==> config.mk <==
export PLATFORM = sky130hd
export DESIGN_NAME = rgb_led_pwm_duty_encoder_top
export DESIGN_NICKNAME = d
export VERILOG_FILES = /design/src/rtl/rlpde_pkg.sv /design/src/rtl/rlpde_front.sv /design/src/rtl/rlpde_queue.sv /design/src/rtl/rlpde_back.sv /design/src/rtl/rgb_led_pwm_duty_encoder_top.sv
export SDC_FILE = /design/constraint.sdc
export NUM_CORES = 1
export LEC_CHECK = 0
export ABC_CLOCK_PERIOD_IN_PS = 10300
export BUFFER_PORTS_ARGS = -buffer_cell sky130_fd_sc_hd__buf_2
export CAP_MARGIN = 40
export CORE_ASPECT_RATIO = 1.1
export CORE_MARGIN = 5
export CORE_UTILIZATION = 60
export CTS_BUF_LIST = sky130_fd_sc_hd__clkbuf_8
export CTS_CLUSTER_SIZE = 28
export DETAILED_ROUTE_END_ITERATION = 8
export HOLD_SLACK_MARGIN = 0.15
export PLACE_DENSITY = 0.8
export SYNTH_ARGS = -nofsm -noshare
export SYNTH_HDL_FRONTEND = slang
export SYNTH_SLANG_ARGS = --single-unit
==> constraint.sdc <==
create_clock -name clock -period 10.3 [get_ports clock]
set_input_delay 2.575 -clock clock [delete_from_list [all_inputs] [get_ports clock]]
set_output_delay 2.575 -clock clock [all_outputs]
set_load 0.005 [all_outputs]
==> src/rtl/rlpde_pkg.sv <==
package rlpde_pkg;

   localparam int PIXEL_SLOTS = 24;
   localparam int CHAN_WIDTH = 8;
   localparam int CSR_ADDR_WIDTH = 4;

   // Register indexes on the configuration port.
   localparam logic [1:0] REG_BRIGHTNESS = 2'd0;
   localparam logic [1:0] REG_HIGH_DUTY = 2'd1;
   localparam logic [1:0] REG_LOW_DUTY = 2'd2;

   localparam logic [7:0] BRIGHTNESS_RESET = 8'd255;
   localparam logic [15:0] HIGH_DUTY_RESET = 16'd60;
   localparam logic [15:0] LOW_DUTY_RESET = 16'd30;

   // Item opcodes.
   localparam logic OP_PIXEL = 1'b0;
   localparam logic OP_END_FRAME = 1'b1;

   // One item as it travels from the front to the back, channels already scaled.
   typedef struct packed {
      logic       opcode;
      logic [7:0] green;
      logic [7:0] red;
      logic [7:0] blue;
   } item_type;

   // floor(p / 255) for p < 65280, by the reciprocal form (p + (p >> 8) + 1) >> 8.
   function automatic logic [7:0] div255(input logic [15:0] p);
      logic [16:0] sum;
      sum = {1'b0, p} + {9'd0, p[15:8]} + 17'd1;
      return sum[15:8];
   endfunction

endpackage

==> src/rtl/rlpde_front.sv <==
module rlpde_front
   import rlpde_pkg::*;
(
   input  logic       clock,
   input  logic       reset,
   input  logic       start,
   output logic       busy,
   input  logic       req_opcode,
   input  logic [7:0] req_red,
   input  logic [7:0] req_green,
   input  logic [7:0] req_blue,
   input  logic [7:0] brightness,
   input  logic       q_full,
   output logic       q_push,
   output item_type   q_item
);

   logic        valid_ff, valid_in;
   logic        opcode_ff;
   logic [15:0] red_prod_ff, green_prod_ff, blue_prod_ff;
   logic        accept;

   // The product stage holds its item while the queue is full.
   assign busy = valid_ff & q_full;
   assign accept = start & ~busy;
   assign q_push = valid_ff & ~q_full;

   always_comb begin
      valid_in = valid_ff;
      if (accept) begin
         valid_in = 1'b1;
      end else if (q_push) begin
         valid_in = 1'b0;
      end
   end

   always_ff @(posedge clock) begin
      if (reset) begin
         valid_ff <= 1'b0;
      end else begin
         valid_ff <= valid_in;
      end
   end

   always_ff @(posedge clock) begin
      if (accept) begin
         opcode_ff <= req_opcode;
         red_prod_ff <= {8'd0, req_red} * {8'd0, brightness};
         green_prod_ff <= {8'd0, req_green} * {8'd0, brightness};
         blue_prod_ff <= {8'd0, req_blue} * {8'd0, brightness};
      end
   end

   always_comb begin
      q_item.opcode = opcode_ff;
      q_item.green = div255(green_prod_ff);
      q_item.red = div255(red_prod_ff);
      q_item.blue = div255(blue_prod_ff);
   end

endmodule

==> src/rtl/rlpde_queue.sv <==
module rlpde_queue
   import rlpde_pkg::*;
(
   input  logic     clock,
   input  logic     reset,
   input  logic     push,
   input  item_type push_item,
   output logic     full,
   input  logic     pop,
   output logic     head_valid,
   output item_type head_item
);

   item_type   mem_ff [2];
   logic       wr_ptr_ff, wr_ptr_in;
   logic       rd_ptr_ff, rd_ptr_in;
   logic [1:0] count_ff, count_in;

   assign full = (count_ff == 2'd2);
   assign head_valid = (count_ff != 2'd0);
   assign head_item = mem_ff[rd_ptr_ff];

   always_comb begin
      wr_ptr_in = wr_ptr_ff ^ push;
      rd_ptr_in = rd_ptr_ff ^ pop;
      count_in = count_ff + {1'b0, push} - {1'b0, pop};
   end

   always_ff @(posedge clock) begin
      if (reset) begin
         wr_ptr_ff <= 1'b0;
         rd_ptr_ff <= 1'b0;
         count_ff <= 2'd0;
      end else begin
         wr_ptr_ff <= wr_ptr_in;
         rd_ptr_ff <= rd_ptr_in;
         count_ff <= count_in;
      end
   end

   always_ff @(posedge clock) begin
      if (push) begin
         mem_ff[wr_ptr_ff] <= push_item;
      end
   end

endmodule

==> src/rtl/rlpde_back.sv <==
module rlpde_back
   import rlpde_pkg::*;
#(
   parameter int RESET_SLOTS = 45,
   parameter int DUTY_WIDTH = 16
)
(
   input  logic        clock,
   input  logic        reset,
   input  logic        head_valid,
   input  item_type    head_item,
   output logic        pop,
   input  logic [15:0] high_duty,
   input  logic [15:0] low_duty,
   output logic        rsp_valid,
   output logic [15:0] rsp_duty,
   output logic        rsp_run_end
);

   localparam int MaxSlots = (RESET_SLOTS > PIXEL_SLOTS) ? RESET_SLOTS : PIXEL_SLOTS;
   localparam int CntWidth = $clog2(MaxSlots);
   localparam logic [CntWidth-1:0] PixelLast = CntWidth'(PIXEL_SLOTS - 1);
   localparam logic [CntWidth-1:0] GapLast = CntWidth'(RESET_SLOTS - 1);
   localparam logic [15:0] DutyMask =
      (DUTY_WIDTH >= 16) ? 16'hFFFF : 16'((64'd1 << DUTY_WIDTH) - 64'd1);

   logic                active_ff, active_in;
   logic                opcode_ff, opcode_in;
   logic [CntWidth-1:0] remain_ff, remain_in;
   logic [23:0]         bits_ff, bits_in;
   logic                valid_ff, valid_in;
   logic [15:0]         duty_ff, duty_in;
   logic                run_end_ff, run_end_in;
   logic                last_slot;

   assign last_slot = active_ff & (remain_ff == '0);
   assign pop = head_valid & (~active_ff | last_slot);

   always_comb begin
      active_in = active_ff;
      opcode_in = opcode_ff;
      remain_in = remain_ff;
      bits_in = bits_ff;
      valid_in = active_ff;
      run_end_in = last_slot;
      duty_in = '0;

      if (active_ff && opcode_ff == OP_PIXEL) begin
         duty_in = (bits_ff[23] ? high_duty : low_duty) & DutyMask;
      end

      if (active_ff) begin
         bits_in = {bits_ff[22:0], 1'b0};
         remain_in = remain_ff - CntWidth'(1);
         if (last_slot) begin
            active_in = 1'b0;
         end
      end

      // A queued item starts on the cycle after the previous run's last slot.
      if (pop) begin
         active_in = 1'b1;
         opcode_in = head_item.opcode;
         bits_in = {head_item.green, head_item.red, head_item.blue};
         remain_in = (head_item.opcode == OP_END_FRAME) ? GapLast : PixelLast;
      end
   end

   always_ff @(posedge clock) begin
      if (reset) begin
         active_ff <= 1'b0;
         valid_ff <= 1'b0;
      end else begin
         active_ff <= active_in;
         valid_ff <= valid_in;
      end
   end

   always_ff @(posedge clock) begin
      opcode_ff <= opcode_in;
      remain_ff <= remain_in;
      bits_ff <= bits_in;
      duty_ff <= duty_in;
      run_end_ff <= run_end_in;
   end

   assign rsp_valid = valid_ff;
   assign rsp_duty = duty_ff;
   assign rsp_run_end = run_end_ff;

endmodule

==> src/rtl/rgb_led_pwm_duty_encoder_top.sv <==
// RGB LED bit-slot duty encoder.
// Input: an item is taken at a clock edge where start is high and busy is low.
// A pixel item (req_opcode low) carries red, green and blue bytes; each is scaled
// by the brightness register as floor(c * brightness / 255). An end-of-frame item
// (req_opcode high) ignores the color bytes.
// Output: rsp_valid marks one result per cycle. A pixel gives 24 duty values,
// green, red, blue, MSB first, high_duty for a one and low_duty for a zero. An
// end-of-frame item gives RESET_SLOTS zero duties. rsp_run_end marks the last
// result of each item. The receiver cannot stall; results are never held off.
// An item taken passes the product register, the queue and the serializer, and
// each result is registered at the output. The serializer sends one duty value
// per cycle; consecutive queued items produce an unbroken result stream.
// A product stage and a two-entry queue sit ahead of the serializer, so up to
// three items may be waiting; busy rises when all of them are occupied.
// Registers (APB, byte address 4*i): brightness, high_duty, low_duty. Write them
// only while no item is in flight. Reset restores 255, 60 and 30 and empties
// the pipeline.
module rgb_led_pwm_duty_encoder_top
   import rlpde_pkg::*;
#(
   parameter int RESET_SLOTS = 45,
   parameter int DUTY_WIDTH = 16
)
(
   input  logic                      clock,
   input  logic                      reset,
   input  logic                      start,
   output logic                      busy,
   input  logic                      req_opcode,
   input  logic [7:0]                req_red,
   input  logic [7:0]                req_green,
   input  logic [7:0]                req_blue,
   output logic                      rsp_valid,
   output logic [15:0]               rsp_duty,
   output logic                      rsp_run_end,
   input  logic                      psel,
   input  logic                      penable,
   input  logic                      pwrite,
   input  logic [CSR_ADDR_WIDTH-1:0] paddr,
   input  logic [31:0]               pwdata,
   output logic [31:0]               prdata,
   output logic                      pready
);

   logic [7:0]  brightness_ff;
   logic [15:0] high_duty_ff;
   logic [15:0] low_duty_ff;
   logic [1:0]  reg_index;
   logic        csr_write;

   logic     q_full;
   logic     q_push;
   item_type q_push_item;
   logic     q_pop;
   logic     q_head_valid;
   item_type q_head_item;

   assign pready = 1'b1;
   assign reg_index = paddr[3:2];
   assign csr_write = psel & penable & pwrite;

   always_ff @(posedge clock) begin
      if (reset) begin
         brightness_ff <= BRIGHTNESS_RESET;
         high_duty_ff <= HIGH_DUTY_RESET;
         low_duty_ff <= LOW_DUTY_RESET;
      end else if (csr_write) begin
         case (reg_index)
            REG_BRIGHTNESS: brightness_ff <= pwdata[7:0];
            REG_HIGH_DUTY: high_duty_ff <= pwdata[15:0];
            REG_LOW_DUTY: low_duty_ff <= pwdata[15:0];
            default: ;
         endcase
      end
   end

   always_comb begin
      case (reg_index)
         REG_BRIGHTNESS: prdata = {24'd0, brightness_ff};
         REG_HIGH_DUTY: prdata = {16'd0, high_duty_ff};
         REG_LOW_DUTY: prdata = {16'd0, low_duty_ff};
         default: prdata = 32'd0;
      endcase
   end

   rlpde_front u_front (
      .clock      (clock),
      .reset      (reset),
      .start      (start),
      .busy       (busy),
      .req_opcode (req_opcode),
      .req_red    (req_red),
      .req_green  (req_green),
      .req_blue   (req_blue),
      .brightness (brightness_ff),
      .q_full     (q_full),
      .q_push     (q_push),
      .q_item     (q_push_item)
   );

   rlpde_queue u_queue (
      .clock      (clock),
      .reset      (reset),
      .push       (q_push),
      .push_item  (q_push_item),
      .full       (q_full),
      .pop        (q_pop),
      .head_valid (q_head_valid),
      .head_item  (q_head_item)
   );

   rlpde_back #(
      .RESET_SLOTS (RESET_SLOTS),
      .DUTY_WIDTH  (DUTY_WIDTH)
   ) u_back (
      .clock       (clock),
      .reset       (reset),
      .head_valid  (q_head_valid),
      .head_item   (q_head_item),
      .pop         (q_pop),
      .high_duty   (high_duty_ff),
      .low_duty    (low_duty_ff),
      .rsp_valid   (rsp_valid),
      .rsp_duty    (rsp_duty),
      .rsp_run_end (rsp_run_end)
   );

endmodule
-- Yosys cells after proc, flatten, opt, wreduce, memory -nomap -nowiden
Memory sizes are Yosys's and may differ from the RTL's. A register that Yosys moved wholly into a read port is not among the register bits.
Index checks and enable logic that the tools add are counted.
- register bits after elaboration: 144
- bits in latches: 0
- bits in writable memories: 50
- ROM bits: 0
- bits of input ports: 67
- output and inout port bits: 52
- word-level logic and storage cells: 72
- memories kept: 1
- $add $sub $neg: 9
- multipliers: 3
- divide/modulo/power cells: 0
- magnitude comparators: 0
- eq/ne operators: 3
- shifts and indexed selects: 0
- mux-type cells: 15
- bitwise gates (word level): 14
- reductions and logical operators: 9
- memory list (memory ; depth ; bits a word ; read ports ; clocked after memory_dff ; write ports ; line ; RTL):
    u_queue.mem_ff ; 2 ; 25 ; 1 ; 1 ; 1 ; rlpde_queue.sv:14 ; item_type mem_ff [2];
- operator list (operator ; number):
    adder 16 x 1 -> 16 bit (second input constant) ; 3
    adder 16 x 8 -> 16 bit ; 3
    multiplier 8 x 8 -> 16 bit ; 3
    2-to-1 mux 24 bit ; 2
    case mux 16 bit (3 select lines) ; 1
    2-to-1 mux 6 bit ; 3
    2-to-1 mux 16 bit ; 1
    2-to-1 mux 1 bit ; 8
    bitwise AND 1 bit ; 7
    zero test 6 bit ; 1
    AND reduction 2 bit ; 3
    nonzero test 2 bit ; 3
    subtractor 6 x 1 -> 6 bit (second input constant) ; 1
    == test 2 bit (second input constant) ; 2
    NOT 1 bit ; 4
    adder 2 x 1 -> 2 bit ; 1
    == test 2 x 1 -> 1 bit (second input constant) ; 1
    zero test 2 bit ; 1
    subtractor 2 x 1 -> 2 bit ; 1
    XOR 1 bit ; 2
    logical AND 1 bit ; 1
    OR 1 bit ; 1

-- Depth between registers and ports, before layout
- depth after elaboration: 6
- depth in mapped cells: 16
- depth with buffers taken out: 15

-- Cells and area by module
Synthesis repeated with hierarchy kept, for this count alone.
- cell total of the unflattened synthesis: 1372
- area, all modules: 15079.5 µm²
- by module, submodules not included (module ; instances ; cells each ; area each (µm²) ; sequential area each (µm²)):
    rlpde_front ; 1 ; 918 ; 8732.1 ; 1491.4
    rlpde_back ; 1 ; 143 ; 2200.9 ; 1311.3
    rlpde_queue ; 1 ; 97 ; 2108.3 ; 1581.5
    rgb_led_pwm_duty_encoder_top ; 1 ; 214 ; 2038.2 ; 800.8

-- Worst setup path after synthesis
Ideal clock, no wire load.
- path kind: input to register
- start point: input port req_red[5]
- end point: register u_front.red_prod_ff[15] (data pin)
- library setup time: 0.269 ns
- data arrival time: 6.042 ns
- setup slack: 3.988 ns
- stages on the path: 13
- path buffers: 0
- cells stage by stage: and2_1 -> fa_1 -> inv_1 -> fa_1 -> fa_1 -> fa_1 -> inv_1 -> ha_1 -> and2_1 -> o21ai_0 -> nand3b_1 -> a2111oi_0 -> nor3_1
- longest elaborated chain between the ends: 1
- RTL lines (item ; line ; RTL):
    start, declared ; rgb_led_pwm_duty_encoder_top.sv:30 ; input logic [7:0] req_red,
    multiplier 8 x 8 -> 16 bit ; rlpde_front.sv:48 ; red_prod_ff <= {8'd0, req_red} * {8'd0, brightness};
    end signal, assigned ; rlpde_front.sv:48 ;
    end, declared ; rlpde_front.sv:20 ; logic [15:0] red_prod_ff, green_prod_ff, blue_prod_ff;
No other way between the ends.
A chain may end at the register's enable or synchronous reset.

-- Worst setup path in the final report
- start point: input port paddr[3]
- end point: output port prdata[1]
- longest elaborated chain between the ends: 2
- elaborated cells between the ends (all ways): 4
- RTL lines (item ; line ; RTL):
    start, declared ; rgb_led_pwm_duty_encoder_top.sv:39 ; input logic [CSR_ADDR_WIDTH-1:0] paddr,
    == test 2 bit (tied with other cells) ; rgb_led_pwm_duty_encoder_top.sv:78 ; case (reg_index)
    case mux 16 bit (3 select lines) (*) ; rgb_led_pwm_duty_encoder_top.sv:78 ;
    end, declared ; rgb_led_pwm_duty_encoder_top.sv:41 ; output logic [31:0] prdata,
Mark *: on every way between the ends. The rest lies on a longest branch, timed or not.

==> impl_results.md <==
- Outcome: finished, final reports clean
- Flops & latches, synth: 194
- Initial DRC count: between 400 and 500
- Share of layout cells above drive strength 1: 0.1003
- Total number of vias: ~10000
- Post-Synthesis Cells: roughly 1400
- Resized cells post-CTS: 0
- Number of buffers created by CTS: 17
- Slowest stage delay, CP: about 0.51 ns
- GRT Overall Usage: 0.2052
- Top flip-flop cell by instance count after synthesis: sky130_fd_sc_hd__edfxtp_1
- Startpoint of the most critical register-to-register path: brightness_ff[6]
- Ordered cell list for the critical path: buf_2 > nor2b_1 > buf_4 > nand2_1 > o21ai_0 > buf_2
- Synth-to-Final Area Change: 8.104%
- Final cell count without fillers: between 1500 and 2000
- Number of primary I/O pins: between 100 and 150
- CTS tree: done
- Placeable core region: 23770 µm²
- WHS Endpoint: low_duty_ff[14]
- Final cell area excluding filler cells: about 16000 µm²
- CTS Hold Bufs: 0
- Number of placed instances with taps included: approximately 1800
- Average wire length per cell after detail routing: around 15 µm
- Sum of overflow across all layers after global routing: 0
- FFs w/ async S/R, synth: 0
- Worst Setup End Kind: primary output
- Residual DRC: 0
- Vertical die dimension: 173.3 µm
- Final HPWL from detailed placement: around 21000 µm
- R2R Path End: u_front.blue_prod_ff[15]
- Number of warning messages in the yosys log: 0
- Wire length of the first global-routing pass: between 40000 and 50000 µm
- Slowest cell on the critical path: sky130_fd_sc_hd__nor2b_1
- Worst min-delay path startpoint: low_duty_ff[14]
- Number of buffers inserted by port buffering: 83
- Worst-case vdd ir drop: 0.1479 mV
- Commonest non-fill, non-tap cells in the layout: sky130_fd_sc_hd__inv_1, sky130_fd_sc_hd__and2_1, sky130_fd_sc_hd__nand2_1
- Hold violation total from the final report: 0
- Worst Max-Slew Pin Slew: about 0.83 ns
- Die outline area: around 27000 µm²
- Worst Path Required: 7.73 ns
- Number of flops mapped to enable cells by yosys: between 100 and 150
- Number of antenna violations at the first check in global routing: 1
- Tightest Hold Check Type: flip-flop to flip-flop
- CP startpoint kind: primary input
- Unrepaired setup endpoints after global routing: no
- Worst setup path class: primary input to primary output
- Number of global-route vias before repair: between 9000 and 10000
- Most common library cell in the layout ignoring fill and taps: sky130_fd_sc_hd__inv_1
- Pre-Repair DR Iteration Count: 5
- Power per Cell Area: about 270 nW/µm²
- Number of max-slew violations in the final report: 0
- Clock buffer depth: 2
- Number of distinct standard cells referenced by the synthesized netlist: about 60
- Final setup violating endpoints: 0
- Clock latency on the worst-skew pair: between 0.4 and 0.5 ns
- Post-route core utilization: 0.6614
- Most frequent cell on the critical path: sky130_fd_sc_hd__buf_2
- Depth of the most critical reg-to-reg path: 14
- Final period demand of the worst path: ~6.5 ns
- Share of the cycle needed by the critical path after routing: 0.6324
- H-Tree Depth: 4
- Final Wtd Congestion: around 0.82
- Residual antenna-violating net count after detailed routing: 0
- Data arrival time of the critical path: between 3 and 4 ns
- Total Neg Setup Slack: 0 ns
- CTS sink count: roughly 190
- Final WL: 27370 µm
- Vias per cell: between 5 and 6
- Die X: around 160 µm
- Clk Tree Root Cell: sky130_fd_sc_hd__clkbuf_8
- Proportion of synthesized chip area in sequential cells: 0.3565
- Post-DP Area: roughly 15000 µm²
- Final hold slack: approximately 0.48 ns
- Initial cell density of the core: 0.6118
- # nets final: 1791
- Max-slew headroom at the worst pin: 0.4418
- Clock skew: roughly 0.014 ns
- Setup slack of the most critical reg-to-reg path: around 5.6 ns
- Netlist Area Pre-Place: 14540 µm²
- Row cnt: between 50 and 60
- Highest clock rate: ~0.15 GHz
- Post-CTS Setup Inserts: 0
- Pin count of the biggest net entering global routing: 54
- Hold Path Cell Cnt: 2
- Number of max-cap violations: 0
- Static leakage: approximately 0.0069 µW
- Mapped Avg Cell Area: 10.31 µm²
- Clock-pin slew reported for the worst setup and hold paths after clock tree synthesis: approximately 0.11 ns
- Maximum fanout encountered on the critical timing path: 13
Yosys cell counts (all sizes together), types with 23 or more instances:
cell      n  share of area
o21ai    53          0.018
ha      134           0.12
inv     160          0.041
fa      108           0.15
edfxtp  130           0.27
a21oi    53          0.018
clkbuf   31         0.0080
xor2     23          0.014
dfxtp    64          0.088
xnor2    36          0.022
nor2     49          0.013
buf      33          0.015
nand2   148          0.038
mux2i    48          0.033
and2    158          0.068
power by group:
group          switching (µW)  internal, µW
clock                     285           203
sequential                131          1240
combinational            1310          1030
total                    1730          2480
per-layer routing:
| metal | track usage | vias up | share of wire |
|---|---|---|---|
| li1 | - | 4841 | - |
| met1 | 0.2764 | 4962 | 0.44 |
| met2 | 0.3495 | 187 | 0.51 |
| met3 | 0.02622 | 42 | 0.037 |
| met4 | 0.05617 | 0 | 0.019 |
| met5 | 0 | - | 0 |
state kept, by name, indices dropped and copies added (netlist names), 2 cells and up:
| register | cells |
|---|---|
| u_front.red_prod_ff | 16 |
| u_back.remain_ff | 6 |
| u_front.blue_prod_ff | 16 |
| low_duty_ff | 16 |
| u_queue.mem_ff | 50 |
| u_queue.count_ff | 2 |
| u_front.green_prod_ff | 16 |
| high_duty_ff | 16 |
| u_back.bits_ff | 24 |
| brightness_ff | 8 |
| u_back.rsp_duty | 16 |
critical path: cells and delay by family:
family / cells / cell delay (ns)
compound gates: 1 / 0.10
buf+inv: 3 / 0.69
simple gates: 2 / 0.58
stage by stage:
stage | setup slack, ns | power, µW
floorplan | 3.988 | 3214
global placement | 3.624 | 3625
detailed placement | 3.576 | 3736
CTS | 3.773 | 4235
global route | 3.640 | 4612
finish | 3.786 | 4206
area by class of cell:
cell class                 instances  area (µm²)
timing repair buffer             102       655.6
antenna                            1       2.502
clock inverter                    15       166.4
tap                              305       381.6
multi-input combinational       1007        8496
fill                            1848        8049
sequential                       194        5185
clock buffer                      17       234.0
inverter                         160       600.6
worst max path at each step:
stage / startpoint / to / slack, ns / depth (start not counted)
global placement: req_red[5] / u_front.red_prod_ff[15] / 3.62 / 14
global route: paddr[3] / prdata[1] / 3.64 / 6
CTS: paddr[2] / prdata[15] / 3.77 / 4
finish: paddr[3] / prdata[1] / 3.79 / 6
floorplan: req_red[5] / u_front.red_prod_ff[15] / 3.99 / 13
detailed placement: req_red[5] / u_front.red_prod_ff[15] / 3.58 / 14
kinds of logic (layout without fill, tap and decap cells):
kind of cell    Yosys count  after routing  share of synthesized area
flops                   194            194                     0.3565
fa+ha+maj               242            242                     0.2640
mux                      49             49                    0.03381
buf+inv                 224            294                    0.06418
other cells               2             18                  0.0005164
simple gates            458            458                     0.1647
xor+xnor                 59             59                    0.03553
compound gates          182            182                    0.08079
No activity file was read; power rests on OpenSTA's default activity.
